===== src/sv/tspcr_pkg.sv =====
// ----------------------------------------------------------------------------
// tspcr_pkg
// Shared types and constants of the transport stream PCR extractor.
// ----------------------------------------------------------------------------
package tspcr_pkg;

    // one transport stream byte with its packet start mark
    typedef struct packed {
        logic [7:0] data_byte;
        logic       packet_first;
    } ts_in_t;

    // one per-packet result
    typedef struct packed {
        logic [1:0]  status;
        logic [12:0] pid;
        logic [32:0] pcr_base;
    } ts_out_t;

    // input register contents handed to the parser
    typedef struct packed {
        logic   valid;
        ts_in_t item;
    } ts_stage_t;

    // result codes
    localparam logic [1:0] STATUS_FOUND     = 2'd0;
    localparam logic [1:0] STATUS_BAD_SYNC  = 2'd1;
    localparam logic [1:0] STATUS_NO_PCR    = 2'd2;
    localparam logic [1:0] STATUS_OTHER_PID = 2'd3;

    // adaptation field control values
    localparam logic [1:0] AFC_RESERVED = 2'd0;
    localparam logic [1:0] AFC_PAYLOAD  = 2'd1;
    localparam logic [1:0] AFC_ADAPT    = 2'd2;
    localparam logic [1:0] AFC_BOTH     = 2'd3;

    // packet byte offsets
    localparam logic [3:0] OFS_SYNC       = 4'd0;
    localparam logic [3:0] OFS_PID_HI     = 4'd1;
    localparam logic [3:0] OFS_PID_LO     = 4'd2;
    localparam logic [3:0] OFS_CTRL       = 4'd3;
    localparam logic [3:0] OFS_ADAPT_LEN  = 4'd4;
    localparam logic [3:0] OFS_FLAGS      = 4'd5;
    localparam logic [3:0] OFS_PCR_FIRST  = 4'd6;
    localparam logic [3:0] OFS_PCR_LAST   = 4'd9;
    localparam logic [3:0] OFS_LAST       = 4'd10;
    localparam logic [3:0] OFS_IDLE       = 4'd11;

    // header constants
    localparam logic [7:0] SYNC_BYTE      = 8'h47;
    localparam int         PCR_FLAG_BIT   = 4;
    localparam logic [7:0] MAX_ADAPT_LEN  = 8'd184;

endpackage


===== src/sv/tspcr_in_stage.sv =====
// ----------------------------------------------------------------------------
// tspcr_in_stage
// Input register: holds one byte request until the parser takes it.
// ----------------------------------------------------------------------------
module tspcr_in_stage
(
    input  logic                clk,
    input  logic                rst_n,
    input  logic                byte_valid,
    output logic                byte_ready,
    input  tspcr_pkg::ts_in_t   byte_data,
    input  logic                advance,
    output tspcr_pkg::ts_stage_t stage
);

    logic                valid_reg;
    logic                valid_next;
    tspcr_pkg::ts_in_t   data_reg;
    logic                load;

    // free when empty or when the held byte moves on this cycle
    assign byte_ready = !valid_reg || advance;
    assign load       = byte_valid && byte_ready;

    always_comb
    begin
        valid_next = valid_reg;
        if (load)
        begin
            valid_next = 1'b1;
        end
        else if (advance)
        begin
            valid_next = 1'b0;
        end
    end

    always_ff @(posedge clk or negedge rst_n)
    begin
        if (!rst_n)
        begin
            valid_reg <= 1'b0;
        end
        else
        begin
            valid_reg <= valid_next;
        end
    end

    // payload register
    always_ff @(posedge clk)
    begin
        if (load)
        begin
            data_reg <= byte_data;
        end
    end

    assign stage.valid = valid_reg;
    assign stage.item  = data_reg;

endmodule


===== src/sv/tspcr_parser.sv =====
// ----------------------------------------------------------------------------
// tspcr_parser
// Header field state, PCR assembly and per-packet result logic.
// ----------------------------------------------------------------------------
module tspcr_parser
(
    input  logic                 clk,
    input  logic                 rst_n,
    input  tspcr_pkg::ts_stage_t stage,
    input  logic                 step,
    output logic                 res_hit,
    output tspcr_pkg::ts_out_t   res_data
);

    logic [3:0]  offset_reg;
    logic [3:0]  offset_next;
    logic        sync_good_reg;
    logic        sync_good_next;
    logic [12:0] pid_reg;
    logic [12:0] pid_next;
    logic [1:0]  ctrl_reg;
    logic [1:0]  ctrl_next;
    logic [7:0]  adapt_len_reg;
    logic [7:0]  adapt_len_next;
    logic        pcr_flag_reg;
    logic        pcr_flag_next;
    logic [31:0] accum_reg;
    logic [31:0] accum_next;
    logic [12:0] latched_reg;
    logic [12:0] latched_next;

    logic [7:0]  b;
    logic        take;
    logic [3:0]  cur;
    logic [7:0]  len_plus;
    logic        pcr_present;
    logic [1:0]  status;

    assign b = stage.item.data_byte;

    // offset of the byte in the input register
    always_comb
    begin
        take = 1'b1;
        cur  = tspcr_pkg::OFS_SYNC;
        if (stage.item.packet_first)
        begin
            cur = tspcr_pkg::OFS_SYNC;
        end
        else if (offset_reg < tspcr_pkg::OFS_LAST)
        begin
            cur = offset_reg + 4'd1;
        end
        else
        begin
            take = 1'b0;
        end
    end

    assign res_hit = stage.valid && take && (cur == tspcr_pkg::OFS_LAST);

    // pcr presence from adaptation field control
    assign len_plus = adapt_len_reg + 8'd1;
    always_comb
    begin
        case (ctrl_reg)
            tspcr_pkg::AFC_RESERVED, tspcr_pkg::AFC_ADAPT:
                pcr_present = pcr_flag_reg;
            tspcr_pkg::AFC_BOTH:
                pcr_present = pcr_flag_reg &&
                              (len_plus inside {[8'd1 : tspcr_pkg::MAX_ADAPT_LEN - 8'd1]});
            default:
                pcr_present = 1'b0;
        endcase
    end

    // status decision
    always_comb
    begin
        if (!sync_good_reg)
        begin
            status = tspcr_pkg::STATUS_BAD_SYNC;
        end
        else if (!pcr_present)
        begin
            status = tspcr_pkg::STATUS_NO_PCR;
        end
        else if (latched_reg == 13'd0 || pid_reg == latched_reg)
        begin
            status = tspcr_pkg::STATUS_FOUND;
        end
        else
        begin
            status = tspcr_pkg::STATUS_OTHER_PID;
        end
    end

    assign res_data.status   = status;
    assign res_data.pid      = pid_reg;
    assign res_data.pcr_base = (status == tspcr_pkg::STATUS_FOUND) ?
                               {accum_reg, b[7]} : 33'd0;

    // next state per accepted byte
    always_comb
    begin
        offset_next    = offset_reg;
        sync_good_next = sync_good_reg;
        pid_next       = pid_reg;
        ctrl_next      = ctrl_reg;
        adapt_len_next = adapt_len_reg;
        pcr_flag_next  = pcr_flag_reg;
        accum_next     = accum_reg;
        latched_next   = latched_reg;
        if (step)
        begin
            if (!take)
            begin
                offset_next = tspcr_pkg::OFS_IDLE;
            end
            else
            begin
                offset_next = cur;
                case (cur)
                    tspcr_pkg::OFS_SYNC:
                    begin
                        sync_good_next = (b == tspcr_pkg::SYNC_BYTE);
                        pid_next       = 13'd0;
                        ctrl_next      = 2'd0;
                        adapt_len_next = 8'd0;
                        pcr_flag_next  = 1'b0;
                        accum_next     = 32'd0;
                    end
                    tspcr_pkg::OFS_PID_HI:    pid_next = {b[4:0], 8'h00};
                    tspcr_pkg::OFS_PID_LO:    pid_next = {pid_reg[12:8], b};
                    tspcr_pkg::OFS_CTRL:      ctrl_next = b[5:4];
                    tspcr_pkg::OFS_ADAPT_LEN: adapt_len_next = b;
                    tspcr_pkg::OFS_FLAGS:     pcr_flag_next = b[tspcr_pkg::PCR_FLAG_BIT];
                    tspcr_pkg::OFS_LAST:
                    begin
                        offset_next = tspcr_pkg::OFS_IDLE;
                        // learn the pcr pid on the first find
                        if (status == tspcr_pkg::STATUS_FOUND && latched_reg == 13'd0)
                        begin
                            latched_next = pid_reg;
                        end
                    end
                    default:
                    begin
                        // pcr base bytes
                        if (cur inside {[tspcr_pkg::OFS_PCR_FIRST : tspcr_pkg::OFS_PCR_LAST]})
                        begin
                            accum_next = {accum_reg[23:0], b};
                        end
                    end
                endcase
            end
        end
    end

    always_ff @(posedge clk or negedge rst_n)
    begin
        if (!rst_n)
        begin
            offset_reg    <= tspcr_pkg::OFS_IDLE;
            sync_good_reg <= 1'b0;
            pid_reg       <= 13'd0;
            ctrl_reg      <= 2'd0;
            adapt_len_reg <= 8'd0;
            pcr_flag_reg  <= 1'b0;
            accum_reg     <= 32'd0;
            latched_reg   <= 13'd0;
        end
        else
        begin
            offset_reg    <= offset_next;
            sync_good_reg <= sync_good_next;
            pid_reg       <= pid_next;
            ctrl_reg      <= ctrl_next;
            adapt_len_reg <= adapt_len_next;
            pcr_flag_reg  <= pcr_flag_next;
            accum_reg     <= accum_next;
            latched_reg   <= latched_next;
        end
    end

    // a learned pcr pid never changes
    assert property (@(posedge clk) disable iff (!rst_n)
        (latched_reg != 13'd0) |=> (latched_reg == $past(latched_reg)))
        else $error("learned pcr pid changed");

    // a result only follows byte offset 9
    assert property (@(posedge clk) disable iff (!rst_n)
        (step && res_hit) |-> (offset_reg == tspcr_pkg::OFS_PCR_LAST))
        else $error("result outside byte offset 10");

    // parser returns to idle after a result
    assert property (@(posedge clk) disable iff (!rst_n)
        (step && res_hit) |=> (offset_reg == tspcr_pkg::OFS_IDLE))
        else $error("parser not idle after result");

endmodule


===== src/sv/tspcr_out_stage.sv =====
// ----------------------------------------------------------------------------
// tspcr_out_stage
// Result register: holds one result request until the receiver takes it.
// ----------------------------------------------------------------------------
module tspcr_out_stage
(
    input  logic               clk,
    input  logic               rst_n,
    input  logic               load,
    input  tspcr_pkg::ts_out_t load_data,
    output logic               free,
    output logic               result_valid,
    input  logic               result_ready,
    output tspcr_pkg::ts_out_t result_data
);

    logic               valid_reg;
    logic               valid_next;
    tspcr_pkg::ts_out_t data_reg;

    // a slot opens when empty or when the held result leaves now
    assign free = !valid_reg || result_ready;

    always_comb
    begin
        valid_next = valid_reg;
        if (load)
        begin
            valid_next = 1'b1;
        end
        else if (result_ready)
        begin
            valid_next = 1'b0;
        end
    end

    always_ff @(posedge clk or negedge rst_n)
    begin
        if (!rst_n)
        begin
            valid_reg <= 1'b0;
        end
        else
        begin
            valid_reg <= valid_next;
        end
    end

    // payload register
    always_ff @(posedge clk)
    begin
        if (load)
        begin
            data_reg <= load_data;
        end
    end

    assign result_valid = valid_reg;
    assign result_data  = data_reg;

endmodule


===== src/sv/ts_pcr_extractor_unit.sv =====
// ----------------------------------------------------------------------------
// ts_pcr_extractor_unit
// MPEG transport stream PCR extractor, one byte per cycle while results are not held up.
// ----------------------------------------------------------------------------
// Byte channel (byte_valid/byte_ready/byte_data): one transport stream byte
// per request, packet_first set on byte offset 0 of every packet.
// Result channel (result_valid/result_ready/result_data): one request per
// packet with status, pid and the 33-bit pcr base, made when byte offset 10
// is parsed. Bytes while idle and packets cut short give no result.
// Throughput is one byte per cycle while results are not held up: a byte waits
// in the input register, the parser's header state updates as the byte leaves
// it and the result is written to the result register, which drives
// result_valid until the receiver takes the result.
// Reset clears both registers, puts the parser in idle until the next
// packet_first and forgets the learned pcr pid.
// When the receiver stalls, the held result stays put; bytes that make no
// result keep flowing, and byte_ready drops only when a second result
// would have to enter the full result register.
// ----------------------------------------------------------------------------
module ts_pcr_extractor_unit
(
    input  logic               clk,
    input  logic               rst_n,
    input  logic               byte_valid,
    output logic               byte_ready,
    input  tspcr_pkg::ts_in_t  byte_data,
    output logic               result_valid,
    input  logic               result_ready,
    output tspcr_pkg::ts_out_t result_data
);

    tspcr_pkg::ts_stage_t stage;
    tspcr_pkg::ts_out_t   res_data;
    logic                 res_hit;
    logic                 out_free;
    logic                 advance;

    // held byte moves on unless its result finds the output full
    assign advance = stage.valid && (!res_hit || out_free);

    tspcr_in_stage u_in_stage
    (
        .clk        (clk),
        .rst_n      (rst_n),
        .byte_valid (byte_valid),
        .byte_ready (byte_ready),
        .byte_data  (byte_data),
        .advance    (advance),
        .stage      (stage)
    );

    tspcr_parser u_parser
    (
        .clk      (clk),
        .rst_n    (rst_n),
        .stage    (stage),
        .step     (advance),
        .res_hit  (res_hit),
        .res_data (res_data)
    );

    tspcr_out_stage u_out_stage
    (
        .clk          (clk),
        .rst_n        (rst_n),
        .load         (advance && res_hit),
        .load_data    (res_data),
        .free         (out_free),
        .result_valid (result_valid),
        .result_ready (result_ready),
        .result_data  (result_data)
    );

    // input stalls only behind a stalled result
    assert property (@(posedge clk) disable iff (!rst_n)
        !byte_ready |-> (result_valid && !result_ready))
        else $error("byte channel stalled without result backpressure");

    // a result that was loaded appears on the next cycle
    assert property (@(posedge clk) disable iff (!rst_n)
        (advance && res_hit) |=> result_valid)
        else $error("loaded result not presented");

endmodule

===== config.mk =====
export PLATFORM = sky130hd
export DESIGN_NAME = ts_pcr_extractor_unit
export DESIGN_NICKNAME = d
export VERILOG_FILES = /design/src/sv/tspcr_pkg.sv /design/src/sv/tspcr_in_stage.sv /design/src/sv/tspcr_parser.sv /design/src/sv/tspcr_out_stage.sv /design/src/sv/ts_pcr_extractor_unit.sv
export SDC_FILE = /design/constraint.sdc
export NUM_CORES = 1
export LEC_CHECK = 0
export BUFFER_PORTS_ARGS = -buffer_cell sky130_fd_sc_hd__clkbuf_2
export CAP_MARGIN = 20
export CORE_MARGIN = 2
export CORE_UTILIZATION = 45
export CTS_CLUSTER_SIZE = 25
export DETAILED_ROUTE_END_ITERATION = 10
export PLACE_DENSITY = 0.66
export SETUP_SLACK_MARGIN = 0.4
export SLEW_MARGIN = 20
export SYNTH_ARGS = -nofsm -noshare
export SYNTH_HDL_FRONTEND = slang
export SYNTH_HIERARCHICAL = 1
export SYNTH_SLANG_ARGS = --single-unit

===== constraint.sdc =====
create_clock -name clk -period 2.9 [get_ports clk]
set_clock_uncertainty 0.1 [all_clocks]
set_input_delay 0.435 -clock clk [delete_from_list [all_inputs] [get_ports clk]]
set_output_delay 0.435 -clock clk [all_outputs]
set_load 0.05 [all_outputs]

# [Word-level counts from Yosys, hierarchy flattened]
# Cells that the tools add are included.
[totals] ff_bits=133 input_bits=13 elab_cells=93 out_inout_bits=50
[op_classes] n_reduce_logical=38 muxes=20 n_lt_le_gt_ge=5 bitwise_logic=2 addsub=2 eq_ne=10
[op_table] operator="$pmux 32 s2" count=1
[op_table] operator="$pmux 13 s3" count=1
[op_table] operator="$mux 32" count=1
[op_table] operator="$mux 4" count=4
[op_table] operator="$pmux 8 s2" count=1
[op_table] operator="$reduce_and 3->1" count=5
[op_table] operator="$reduce_bool 2->1" count=7
[op_table] operator="$eq 13x13->1" count=1
[op_table] operator="$logic_not 13->1" count=1
[op_table] operator="$reduce_and 4->1" count=3
[op_table] operator="$logic_and 1x1->1" count=9
[op_table] operator="$add 8x1->8 const B" count=1
[op_table] operator="$eq 4x2->1 const B" count=2
[op_table] operator="$eq 4x3->1 const B" count=2
[op_table] operator="$eq 8x7->1 const B" count=1
[op_table] operator="$ge 8x1->1 const B" count=1
[op_table] operator="$le 8x8->1 const B" count=1
[op_table] operator="$mux 1" count=6
[op_table] operator="$mux 2" count=3
[op_table] operator="$reduce_or 6->1" count=1
[op_table] operator="$add 4x1->4 const B" count=1
[op_table] operator="$eq 2x2->1 const B" count=2
[op_table] operator="$eq 4x1->1 const B" count=1
[op_table] operator="$eq 4x4->1 const B" count=1
[op_table] operator="other kinds (12)" count=20

# [Depth between registers and ports, before layout]
# Gate-level depths: netlist of run 1.
[depth] depth_word=11 ltp_mapped=12 depth_no_buf=10

# [Modules after synthesis]
# Netlist of run 1, hierarchy kept.
[by_module_without_submodules] module="tspcr_parser" area_per_inst_um2=3767.4 instances=1 seq_area_each_um2=1855.5 cells_each=385
[by_module_without_submodules] module="tspcr_out_stage" area_per_inst_um2=1488.9 instances=1 seq_area_each_um2=1466.4 cells_each=51
[by_module_without_submodules] module="tspcr_in_stage" area_per_inst_um2=331.6 instances=1 seq_area_each_um2=295.3 cells_each=14
[by_module_without_submodules] module="ts_pcr_extractor_unit" area_per_inst_um2=18.8 instances=1 seq_area_each_um2=0.0 cells_each=3

# [Least setup slack after synthesis of run 1]
# No wires, ideal clock.
[synth_timing] path_type="reg-to-reg" from="reg u_parser.offset_reg[0]" to="reg u_parser.ctrl_reg[1]" t_required_ps=2731 synth_period_minus_slack_ps=2656 arrival_time_ps=2487 setup_slack_ps=244 setup_time_ps=69 path_buffers=1 path_stages_with_launch=11 cell_sequence="dfstp_2 > ha_1 > buf_4 > nor4b_1 > o2111ai_1 > nor2_1 > a21boi_1 > o21a_1 > o21ai_1 > or4_1 > nand3_1"
[synth_between] elab_chain_cells=9 elab_cells_between_ends=17 classes_between="add/sub (1); order compare (1); eq/ne (2); mux (5); reduce/logical (8)"
[synth_rtl] item="start: declaration" line_no="tspcr_parser.sv:15" rtl="logic [3:0] offset_reg;"
[synth_rtl] item="start signal: assignment" line_no="tspcr_parser.sv:164" rtl="offset_reg <= tspcr_pkg::OFS_IDLE;"
[synth_rtl] item="start signal: assignment" line_no="tspcr_parser.sv:175" rtl="offset_reg <= offset_next;"
[synth_rtl] item="$add 4x1->4 or $lt 4x4->1 (tied branches)" line_no="tspcr_parser.sv:52, tspcr_parser.sv:50"
[synth_rtl] item="$mux 4 or $mux 1 (tied branches)" line_no="tspcr_parser.sv:50" rtl="else if (offset_reg < tspcr_pkg::OFS_LAST)"
[synth_rtl] item="$mux 4 or $mux 1 (tied branches)" line_no="tspcr_parser.sv:46" rtl="if (stage.item.packet_first)"
[synth_rtl] item="$eq 4x4->1 or $logic_and 1x1->1 (tied branches)" line_no="tspcr_parser.sv:60" rtl="assign res_hit = stage.valid && take && (cur == tspcr_pkg::OFS_LAST);"
[synth_rtl] item="$logic_and 1x1->1 (*)" line_no="tspcr_parser.sv:60"
[synth_rtl] item="named net res_hit" line_no="ts_pcr_extractor_unit.sv:34" rtl="logic res_hit;"
[synth_rtl] item="$logic_not 1->1 (*)" line_no="ts_pcr_extractor_unit.sv:39" rtl="assign advance = stage.valid && (!res_hit || out_free);"
[synth_rtl] item="$logic_or 1x1->1 (*)" line_no="ts_pcr_extractor_unit.sv:39"
[synth_rtl] item="$logic_and 1x1->1 (*)" line_no="ts_pcr_extractor_unit.sv:39"
[synth_rtl] item="named net advance" line_no="ts_pcr_extractor_unit.sv:36" rtl="logic advance;"
[synth_rtl] item="$reduce_and 3->1 (no source line) (*)"
[synth_rtl] item="end signal: assignment" line_no="tspcr_parser.sv:178" rtl="ctrl_reg <= ctrl_next;"
[synth_rtl] item="end: declaration" line_no="tspcr_parser.sv:21" rtl="logic [1:0] ctrl_reg;"
# Mark *: on every way through the listed nets, which the timed path passes. The rest lies on a longest branch.
# A chain may end at the register's enable or synchronous reset.

# [Final worst setup path of run 1]
[layout_timing] from="reg u_parser.offset_reg[0]" to="out byte_ready"
[layout_between] elab_chain_cells=9 elab_cells_between_ends=13 classes_between="add/sub (1); order compare (1); eq/ne (1); mux (4); reduce/logical (6)"
[layout_rtl] item="$add 4x1->4 or $lt 4x4->1 (tied branches)" line_no="tspcr_parser.sv:52, tspcr_parser.sv:50"
[layout_rtl] item="$mux 4 or $mux 1 (tied branches)" line_no="tspcr_parser.sv:50"
[layout_rtl] item="$mux 4 or $mux 1 (tied branches)" line_no="tspcr_parser.sv:46"
[layout_rtl] item="$eq 4x4->1 or $logic_and 1x1->1 (tied branches)" line_no="tspcr_parser.sv:60"
[layout_rtl] item="$logic_and 1x1->1 (*)" line_no="tspcr_parser.sv:60"
[layout_rtl] item="named net res_hit" line_no="ts_pcr_extractor_unit.sv:34"
[layout_rtl] item="$logic_not 1->1 (*)" line_no="ts_pcr_extractor_unit.sv:39"
[layout_rtl] item="$logic_or 1x1->1 (*)" line_no="ts_pcr_extractor_unit.sv:39"
[layout_rtl] item="$logic_and 1x1->1 (*)" line_no="ts_pcr_extractor_unit.sv:39"
[layout_rtl] item="named net advance" line_no="ts_pcr_extractor_unit.sv:36"
[layout_rtl] item="$logic_or 1x1->1 (*)" line_no="tspcr_in_stage.sv:22" rtl="assign byte_ready = !valid_reg || advance;"
[layout_rtl] item="end: declaration" line_no="ts_pcr_extractor_unit.sv:25" rtl="output logic byte_ready,"
# Marked as above.

==> metrics.cfg, run 1 <==
[power_and_ir_drop]
power_frac_comb_pct=20.5
p_per_area_nw_per_um2=762
max-vdd-ir-drop_uv=376
pwr-share-clk_pct=35.5
swShare_pct=28.6
p_sw_uw=1520
intPower_uw=3790
seq_power_share_pct=44.1
cellLeakagePower_uw=0.00321

[layout]
fillers=1024
nets=554
syn2layout_area_growth_pct=24.4
largest_reg_flops=48
seq_area_um2=3620
drive_gt1_share_pct=27.7
final_util_pct=57.6
multiInputGateArea_um2=1810
antennaDiodeCount=0

[global_route]
grt_pass1_vias=3594
met3_usage_pct=5.18
grt_pass1_wl_um=18300
gr-usage-met2_pct=26.9
grt_util_all_layers_pct=18.1
grt.overflow.total=0
grt-busiest-layer=met2
met1_usage_pct=25.2
grt_max_degree=77
antenna_found_initial=0

[sta]
hold_violations=0
fmax_ghz=0.372
period_share_pct=92.6
worst_slew_pin_slew_ns=0.988
setup_viol=0
rsz0062_at_grt=true
slew_violations=0
setup_tns_ns=0
period_needed_ns=2.68
relSlewSlack_pct=34.2

[cts]
root_buffer=clkbuf_16
htreeDepth=4
cts_tree=done
clk_latency_ns=0.42
numCtsBuffers=17
cts_hold_buf=0
clk_path_buf_depth=2
clk_pin_slew_worst_paths_ns=0.05
cts_sinks=133

[setup_path]
path_class=reg -> out
cp.arrival_ns=2.15
required_ns=2.37
path_max_fanout=3
crit_path_start_kind=flip-flop
endpoint_kind=output pin

[placement]
place_congestion=0.853
dpl.hpwl_um=7130
port_buffers=62

[synth]
yosysTopAreaCellShare_pct=32.6
synth_top_area_cell=dfrtp_1
synth_top_flop_cell=dfrtp_1
syn_nets=467
netlist-cell-type-count=54
yosys-top-cells-area=dfrtp_1 33%, edfxtp_1 31%, mux2i_1 6.1%
ys_seq_elements=133
synthArstFlopShare_pct=57.1
syn-instance-count=453
synth-seq-area-share_pct=64.5
synth_warnings=6
syn_area_per_cell_um2=12.4
syn-cell-area_um2=5610
synth_edf_count=57

[floorplanning]
fp.dieW_um=116
die_h_um=116
io_pins=63
core_um2=12100
initial_core_util_pct=46.3
rows=40
die_area_um2=13400

[routing]
drc=0
wire_per_inst_um=16.0
initialDrtViolationCount=267
drtAntennaViolNets=0
finalWirelength_um=11500
dr.pass1.iters=5
vias=3710
vias_per_cell=5.15

[worst_hold_path]
hp-class=in -> async

[job]
max-cap-violations=0

[run_status]
status=complete, no violations

## kinds of logic after synthesis
group                      Yosys count  synth area share, %
xor gates and xnor gates            13                 2.03
and+or+nand+nor                    138                 12.3
buffers and inverters               68                 6.09
adders and majority gates            1                0.223
AOI/OAI and AO/OA                   66                 8.81
muxes                               34                 6.07
DFF                                133                 64.5
## per-layer routing
layer	up-vias	wire length, um
met3	27	594
met2	125	5400
met5	-	0
met1	1786	5270
met4	0	244
li1	1772	-
## layout make-up
class                   count  share of cell area [%]
multi-input cells         252                    26.0
repair buffers             91                    9.26
flip-flops and latches    133                    51.9
clock inverters             5                   0.395
well taps                 168                    3.01
clock buffers              27                    7.07
inverters                  45                    2.42
## metrics by stage
stage          area (um^2)  worst slack, ns  hold WS (ns)  std cells  power (uW)
5_1_grt               6980            0.111        0.0732        721        5570
3_3_place_gp          6100            0.189         0.382        671        3210
3_5_place_dp          6100           0.0434         0.388        671        3240
4_1_cts               6780            0.232        0.0727        710        5230
6_report              6980            0.215        0.0657        721        5310
2_1_floorplan         5640            0.409        0.0394        453        3070
## final timing paths
check	end	cells past startpoint	slack, ns	from
max	byte_ready	8	0.22	u_parser/offset_reg[0]
min	u_out_stage/result_valid	1	0.07	rst_n
max reg2reg	u_parser/latched_reg[11]	14	0.30	u_parser/offset_reg[0]
min reg2reg	u_parser/latched_reg[4]	1	0.40	u_parser/latched_reg[4]
max in group asynchronous	u_parser/accum_reg[4]	1	1.99	rst_n
min in group clk	u_in_stage/stage[1]	1	0.09	byte_data[1]
## cells in the final DEF, fill, tap and decap left out, drive strengths merged, types with 3 or more instances in the layout
cell type,instances
edfxtp,57
nand2,52
dfstp,3
o21ai,10
nand4,5
nand3,6
and2,3
xnor2,8
a21o,13
inv,45
o21a,3
a31oi,3
nor4,4
clkbuf,91
a21oi,4
buf,27
a22o,8
o31ai,13
o211ai,3
clkinv,4
dfrtp,73
nor2,14
xor2,5
nand2b,5
nor3,37
mux2i,34
## synth_stat cells, drive strengths merged, types with 2 or more instances
cell type	number
dfrtp	73
edfxtp	57
nand2	52
inv	45
nor3	37
mux2i	34
buf	14
nor2	14
a21o	13
o31ai	13
o21ai	10
clkbuf	9
a22o	8
xnor2	8
nand3	6
nand2b	5
nand4	5
xor2	5
a21oi	4
nor4	4
a31oi	3
and2	3
dfstp	3
o211ai	3
o21a	3
a21boi	2
and3	2
nor4b	2
or3	2
or4	2
## what timing repair did
action	in CTS	in global routing
buffers inserted	6	8
setup endpoints to repair	83	71
resized for setup	12	23
cloned	1	3
pin swaps	7	6
## worst max-delay path, cell delays in order (launching register included)
cell and delay, ns:
dfstp_2 0.55, ha_4 0.16, nand2_4 0.05, nor3b_4 0.20, o2111ai_2 0.17, nor2_2 0.19
a21boi_4 0.08, nand2b_4 0.15, clkbuf_16 0.17
## power groups by stage
stage	combinational (uW)	clock [uW]	sequential, uW
detailed placement	875	0	2360
floorplan	745	0	2330
finish	1090	1890	2340
CTS	970	1930	2340
global placement	856	0	2360
global route	1180	2020	2370
(Power assumes the default switching activity.)
==> run 2: changes to the inputs <==
--- a/config.mk
+++ b/config.mk
@@ -5,10 +5,11 @@
 export SDC_FILE = /design/constraint.sdc
 export NUM_CORES = 1
 export LEC_CHECK = 0
-export BUFFER_PORTS_ARGS = -buffer_cell sky130_fd_sc_hd__clkbuf_2
+export BUFFER_PORTS_ARGS = -buffer_cell sky130_fd_sc_hd__buf_2
 export CAP_MARGIN = 20
 export CORE_MARGIN = 2
 export CORE_UTILIZATION = 45
+export CTS_BUF_LIST = sky130_fd_sc_hd__clkbuf_8 sky130_fd_sc_hd__clkbuf_16
 export CTS_CLUSTER_SIZE = 25
 export DETAILED_ROUTE_END_ITERATION = 10
 export PLACE_DENSITY = 0.66
==> metrics.cfg, run 2 (same netlist as run 1, synthesis figures left out) <==
[placement]
port_buffers=62  ; unchanged
place_congestion=0.827  ; -3.1%
dpl.hpwl_um=7110  ; -0.38%
place_area_um2=6090  ; -0.12%

[cts]
htreeDepth=4  ; unchanged
clk_latency_ns=0.42  ; about the same
root_buffer=clkbuf_16
numCtsBuffers=17  ; unchanged
clk_pin_slew_worst_paths_ns=0.06  ; about the same
clk_path_buf_depth=2  ; unchanged
cts_tree=done
cts_hold_buf=0  ; unchanged
cts_sinks=133  ; unchanged

[sta]
slew_violations=0  ; unchanged
fmax_ghz=0.368  ; -1.3%
hold_violations=0  ; unchanged
period_needed_ns=2.72  ; +0.0344 ns
setup_tns_ns=0  ; unchanged
whs_ns=0.0458  ; -0.0198 ns
rsz0062_at_grt=true
worst_slew_pin_slew_ns=0.943  ; -0.0450 ns
relSlewSlack_pct=37.2  ; +3.0 points
period_share_pct=93.8  ; +1.2 points
setup_viol=0  ; unchanged

[routing]
vias=3910  ; +5.4%
vias_per_cell=5.36  ; +4.1%
finalWirelength_um=12700  ; +10%
wire_per_inst_um=17.4  ; +8.7%
initialDrtViolationCount=398  ; +49%
drc=0  ; unchanged
drtAntennaViolNets=0  ; unchanged
dr.pass1.iters=7  ; +2

[global_route]
antenna_found_initial=0  ; unchanged
grt.overflow.total=0  ; unchanged
grt_pass1_wl_um=18800  ; +3.1%
grt_pass1_vias=3689  ; +2.6%
grt_max_degree=77  ; unchanged
grt_util_all_layers_pct=18.7  ; +0.63 points

[power_and_ir_drop]
max-vdd-ir-drop_uv=407  ; +8.4%
power.total_uw=6010  ; +13%
p_per_area_nw_per_um2=818  ; +7.4%
cellLeakagePower_uw=0.00336  ; +4.8%

[floorplanning]
io_pins=63  ; unchanged
initial_core_util_pct=46.3  ; unchanged
die_area_um2=13400  ; unchanged
fp.dieW_um=116  ; unchanged
rows=40  ; unchanged
core_um2=12100  ; unchanged
die_h_um=116  ; unchanged

[setup_path]
rrSetupSlack_ns=0.19  ; -0.11 ns
crit_family=simple AND/OR/NAND/NOR gates
reg2reg_from=u_parser/offset_reg[1]
path_class=reg -> out
worstSetupPathDepth=8  ; unchanged
path_cells=ha_4, nand2_4, nor3b_2, o2111ai_2, nor2_2, a21boi_4, nand2b_4, buf_8
timing.rr.end=u_parser/accum_reg[11]
crit_path_start_kind=flip-flop
cp.arrival_ns=2.18  ; +0.03 ns
slowest_stage=dfstp_2
path_buf_inv=1  ; unchanged
endpoint_kind=output pin
path_max_fanout=3  ; unchanged
crit_end=byte_ready
required_ns=2.37  ; about the same
cp-startpoint=u_parser/offset_reg[1]
max_stage_delay_ns=0.57  ; +0.02 ns
r2r_cells=13  ; -1

[layout]
nets=563  ; +1.6%
multiInputGateArea_um2=1950  ; +7.5%
fillers=948  ; -7.4%
seq_area_um2=3620  ; unchanged
final_cell_area_um2=7340  ; +5.3%
largest_reg_flops=48  ; unchanged
layout_commonest_cell=dfrtp_1
antennaDiodeCount=0  ; unchanged
drive_gt1_share_pct=32.7  ; +5.1 points
syn2layout_area_growth_pct=31.0
layout_common_cells=73 x dfrtp_1, 60 x buf_2, 57 x edfxtp_1

[worst_hold_path]
hp-class=in -> async

[job]
max-cap-violations=0  ; unchanged

[run_status]
status=complete, no violations

==> run 2: changes by cell type in the layout (fill, tap and decap cells not counted), moves of 5 or more <==
cell | previous run | this run
o31ai_1 | 10 | 2
clkbuf_1 | 7 | 0
clkbuf_2 | 60 | 0
buf_2 | 1 | 60
o31ai_2 | 3 | 10
bufinv_16 | 0 | 5
buf_6 | 2 | 9
nand2_1 | 51 | 46
==> run 2: timing repair <==
item	in CTS	in global routing
endpoints found under the setup margin	91	78
gates resized for setup	12	55
gates cloned	2	4
buffers inserted	8	14
pin swaps	8	13
==> run 2: per-layer routing <==
| metal | vias to the layer above | GRT usage [%] | wire, um |
|---|---|---|---|
| li1 | 1791 | - | - |
| met1 | 1942 | 25.2 | 5600 |
| met2 | 149 | 28.7 | 6140 |
| met3 | 28 | 5.02 | 651 |
| met4 | 0 | 8.25 | 281 |
| met5 | - | 0 | 0 |
==> run 2: worst register-to-register path, cell delays in order, from the launching register on <==
cell	delay, ns
dfstp_2	0.57
ha_4	0.17
buf_4	0.13
nor4b_4	0.04
o2111ai_2	0.23
nor2_2	0.09
a21boi_4	0.15
buf_6	0.12
buf_6	0.12
o21ai_4	0.07
a211o_4	0.36
buf_4	0.15
buf_12	0.14
mux2i_2	0.15
==> run 2: through the flow <==
step	utilization, %	setup slack, ns	cells
2_1_floorplan	-	0.409	453
3_3_place_gp	50.3	0.114	670
3_5_place_dp	50.3	0.00343	670
4_1_cts	57.3	0.195	712
5_1_grt	60.6	0.0875	730
6_report	60.6	0.181	730
==> run 2: worst min-delay path by stage <==
stage / from / endpoint / slack, ns / cells past startpoint
finish: rst_n / u_out_stage/result_valid / 0.05 / 1
detailed placement: u_parser/latched_reg[11] / u_parser/latched_reg[11] / 0.39 / 1
global route: byte_data[7] / u_in_stage/stage[7] / 0.07 / 1
global placement: u_parser/latched_reg[5] / u_parser/latched_reg[5] / 0.38 / 1
floorplan: rst_n / u_in_stage/valid_reg / 0.04 / 0
CTS: byte_data[0] / u_in_stage/stage[0] / 0.07 / 1
==> run 2: area by class of cell <==
cell class | count | share of cell area, %
timing repair buffer | 99 | 10.3
tap | 168 | 2.86
sequential | 133 | 49.3
multi-input combinational | 253 | 26.5
inverter | 45 | 2.30
clock inverter | 14 | 2.79
clock buffer | 18 | 5.98
==> run 2: report_power, final <==
group          internal [uW]  switching, uW  total, uW
logic                    577            739       1320
clock network           1540            798       2340
registers               2180            176       2350
==> run 3: changes to the inputs <==
--- a/config.mk
+++ b/config.mk
@@ -13,6 +13,7 @@
 export CTS_CLUSTER_SIZE = 25
 export DETAILED_ROUTE_END_ITERATION = 10
 export PLACE_DENSITY = 0.66
+export RECOVER_POWER = 25
 export SETUP_SLACK_MARGIN = 0.4
 export SLEW_MARGIN = 20
 export SYNTH_ARGS = -nofsm -noshare
==> metrics.cfg, run 3 (same netlist as run 1, synthesis figures left out) <==
[global_route]
grt-busiest-layer=met2
grt_pass1_wl_um=18800  ; unchanged
met3_usage_pct=5.02  ; unchanged
antenna_found_initial=0  ; unchanged
met1_usage_pct=25.2  ; unchanged
grt_util_all_layers_pct=18.7  ; unchanged
gr-usage-met2_pct=28.7  ; unchanged
grt.overflow.total=0  ; unchanged
grt_max_degree=77  ; unchanged
grt_pass1_vias=3689  ; unchanged

[setup_path]
reg2reg_from=u_parser/offset_reg[1]
required_ns=2.37  ; about the same
rrSetupSlack_ns=0.19  ; about the same
path_max_fanout=11  ; +8
crit_path_start_kind=flip-flop
timing.rr.end=u_parser/accum_reg[16]
endpoint_kind=output pin
r2r_cells=13  ; unchanged
cp.arrival_ns=2.20  ; +0.02 ns
path_class=reg -> out

[cts]
clk_latency_ns=0.42  ; about the same
root_buffer=clkbuf_16
clk_path_buf_depth=2  ; unchanged
cts_tree=done
htreeDepth=4  ; unchanged
clk_pin_slew_worst_paths_ns=0.06  ; about the same
cts_sinks=133  ; unchanged
numCtsBuffers=17  ; unchanged

[sta]
period_needed_ns=2.73  ; +0.0141 ns
setup_tns_ns=0  ; unchanged
worst_slew_pin_slew_ns=1.87  ; +0.924 ns
fmax_ghz=0.366  ; -0.52%
hold_violations=0  ; unchanged
relSlewSlack_pct=-24.5  ; -62 points
setup_viol=0  ; unchanged
slew_violations=77  ; +77
period_share_pct=94.2  ; +0.49 points
rsz0062_at_grt=true

[floorplanning]
rows=40  ; unchanged
initial_core_util_pct=46.3  ; unchanged
fp.dieW_um=116  ; unchanged
die_h_um=116  ; unchanged
core_um2=12100  ; unchanged
io_pins=63  ; unchanged
die_area_um2=13400  ; unchanged

[power_and_ir_drop]
cellLeakagePower_uw=0.00336  ; about the same
max-vdd-ir-drop_uv=408  ; about the same
p_per_area_nw_per_um2=818  ; about the same

[routing]
wire_per_inst_um=17.4  ; +0.36%
drc=0  ; unchanged
finalWirelength_um=12700  ; +0.36%
dr.pass1.iters=5  ; -2
vias=3896  ; -0.36%
initialDrtViolationCount=405  ; +1.8%
vias_per_cell=5.34  ; -0.36%
drtAntennaViolNets=0  ; unchanged

[run_status]
violations=capacitance limit, slew limit
status=finished with violations

[worst_hold_path]
whs_path_depth=1
hold-path-endpoint=u_in_stage/stage[0]
min_from=byte_data[0]
hp-class=in -> reg

[job]
max-cap-violations=1  ; +1

[layout]
antennaDiodeCount=0  ; unchanged
drive_gt1_share_pct=32.7  ; unchanged
fillers=947  ; -0.11%
syn2layout_area_growth_pct=31.0  ; about the same
largest_reg_flops=48  ; unchanged
layout_commonest_cell=dfrtp_1
final_cell_area_um2=7340  ; about the same
layout_common_cells=73 x dfrtp_1, 60 x buf_2, 57 x edfxtp_1
nets=563  ; unchanged

[placement]
dpl.hpwl_um=7110  ; unchanged
place_congestion=0.827  ; unchanged
place_area_um2=6090  ; unchanged
port_buffers=62  ; unchanged

[run 3: final cells by class]
class                      instances  area (um^2)  area share (%)
inverter                          45          169            2.30
sequential                       133         3620            49.3
tap                              168          210            2.86
timing repair buffer              99          752            10.2
clock inverter                    14          205            2.79
multi-input combinational        253         1950            26.6
clock buffer                      18          439            5.98
[run 3: routing by layer]
metal | wire length [um] | part of all wire [%] | vias up
met5 | 0 | 0 | -
met1 | 5550 | 44 | 1935
li1 | - | - | 1790
met2 | 6230 | 49 | 143
met3 | 627 | 4.9 | 28
met4 | 303 | 2.4 | 0
[run 3: timing repair]
item                                    CTS  global route
endpoints found under the setup margin   91            78
pin swaps                                 8            13
buffers inserted                          8            14
hold buffers                              0             0
resized for setup                        12            55
gates cloned                              2             4
[run 3: worst max-delay path, cell delays in order (launching register included)]
cell and delay, ns:
dfrtp_1 0.70, nand2_4 0.10, nor3b_2 0.22, o2111ai_2 0.18, nor2_2 0.18, a21boi_4 0.08, nand2b_4 0.16, buf_8 0.15
[run 3: power by group]
group	internal, uW	total, uW	switching, uW
registers	2180	2350	177
clock network	1540	2340	799
logic	577	1310	738
total	4290	6010	1710
[run 3: worst max path at each step]
stage	startpoint	end	slack, ns	cells after the start
2_1_floorplan	u_parser/offset_reg[1]	u_parser/ctrl_reg[0]	0.41	10
3_3_place_gp	u_parser/offset_reg[1]	u_parser/latched_reg[6]	0.11	9
3_5_place_dp	u_parser/offset_reg[1]	u_parser/latched_reg[6]	0.003	9
4_1_cts	u_parser/offset_reg[0]	byte_ready	0.20	8
5_1_grt	u_parser/offset_reg[1]	u_parser/accum_reg[11]	0.09	10
6_report	u_parser/offset_reg[2]	byte_ready	0.17	7
[run 3: metrics by stage]
stage	setup slack [ns]	power (uW)	cells	utilization, %	hold slack [ns]
floorplan	0.409	3070	453	-	0.0394
global placement	0.114	3210	670	50.3	0.381
detailed placement	0.00343	3240	670	50.3	0.390
CTS	0.195	5720	712	57.3	0.0743
global route	0.0875	6240	730	60.6	0.0721
finish	0.167	6010	730	60.6	0.0840
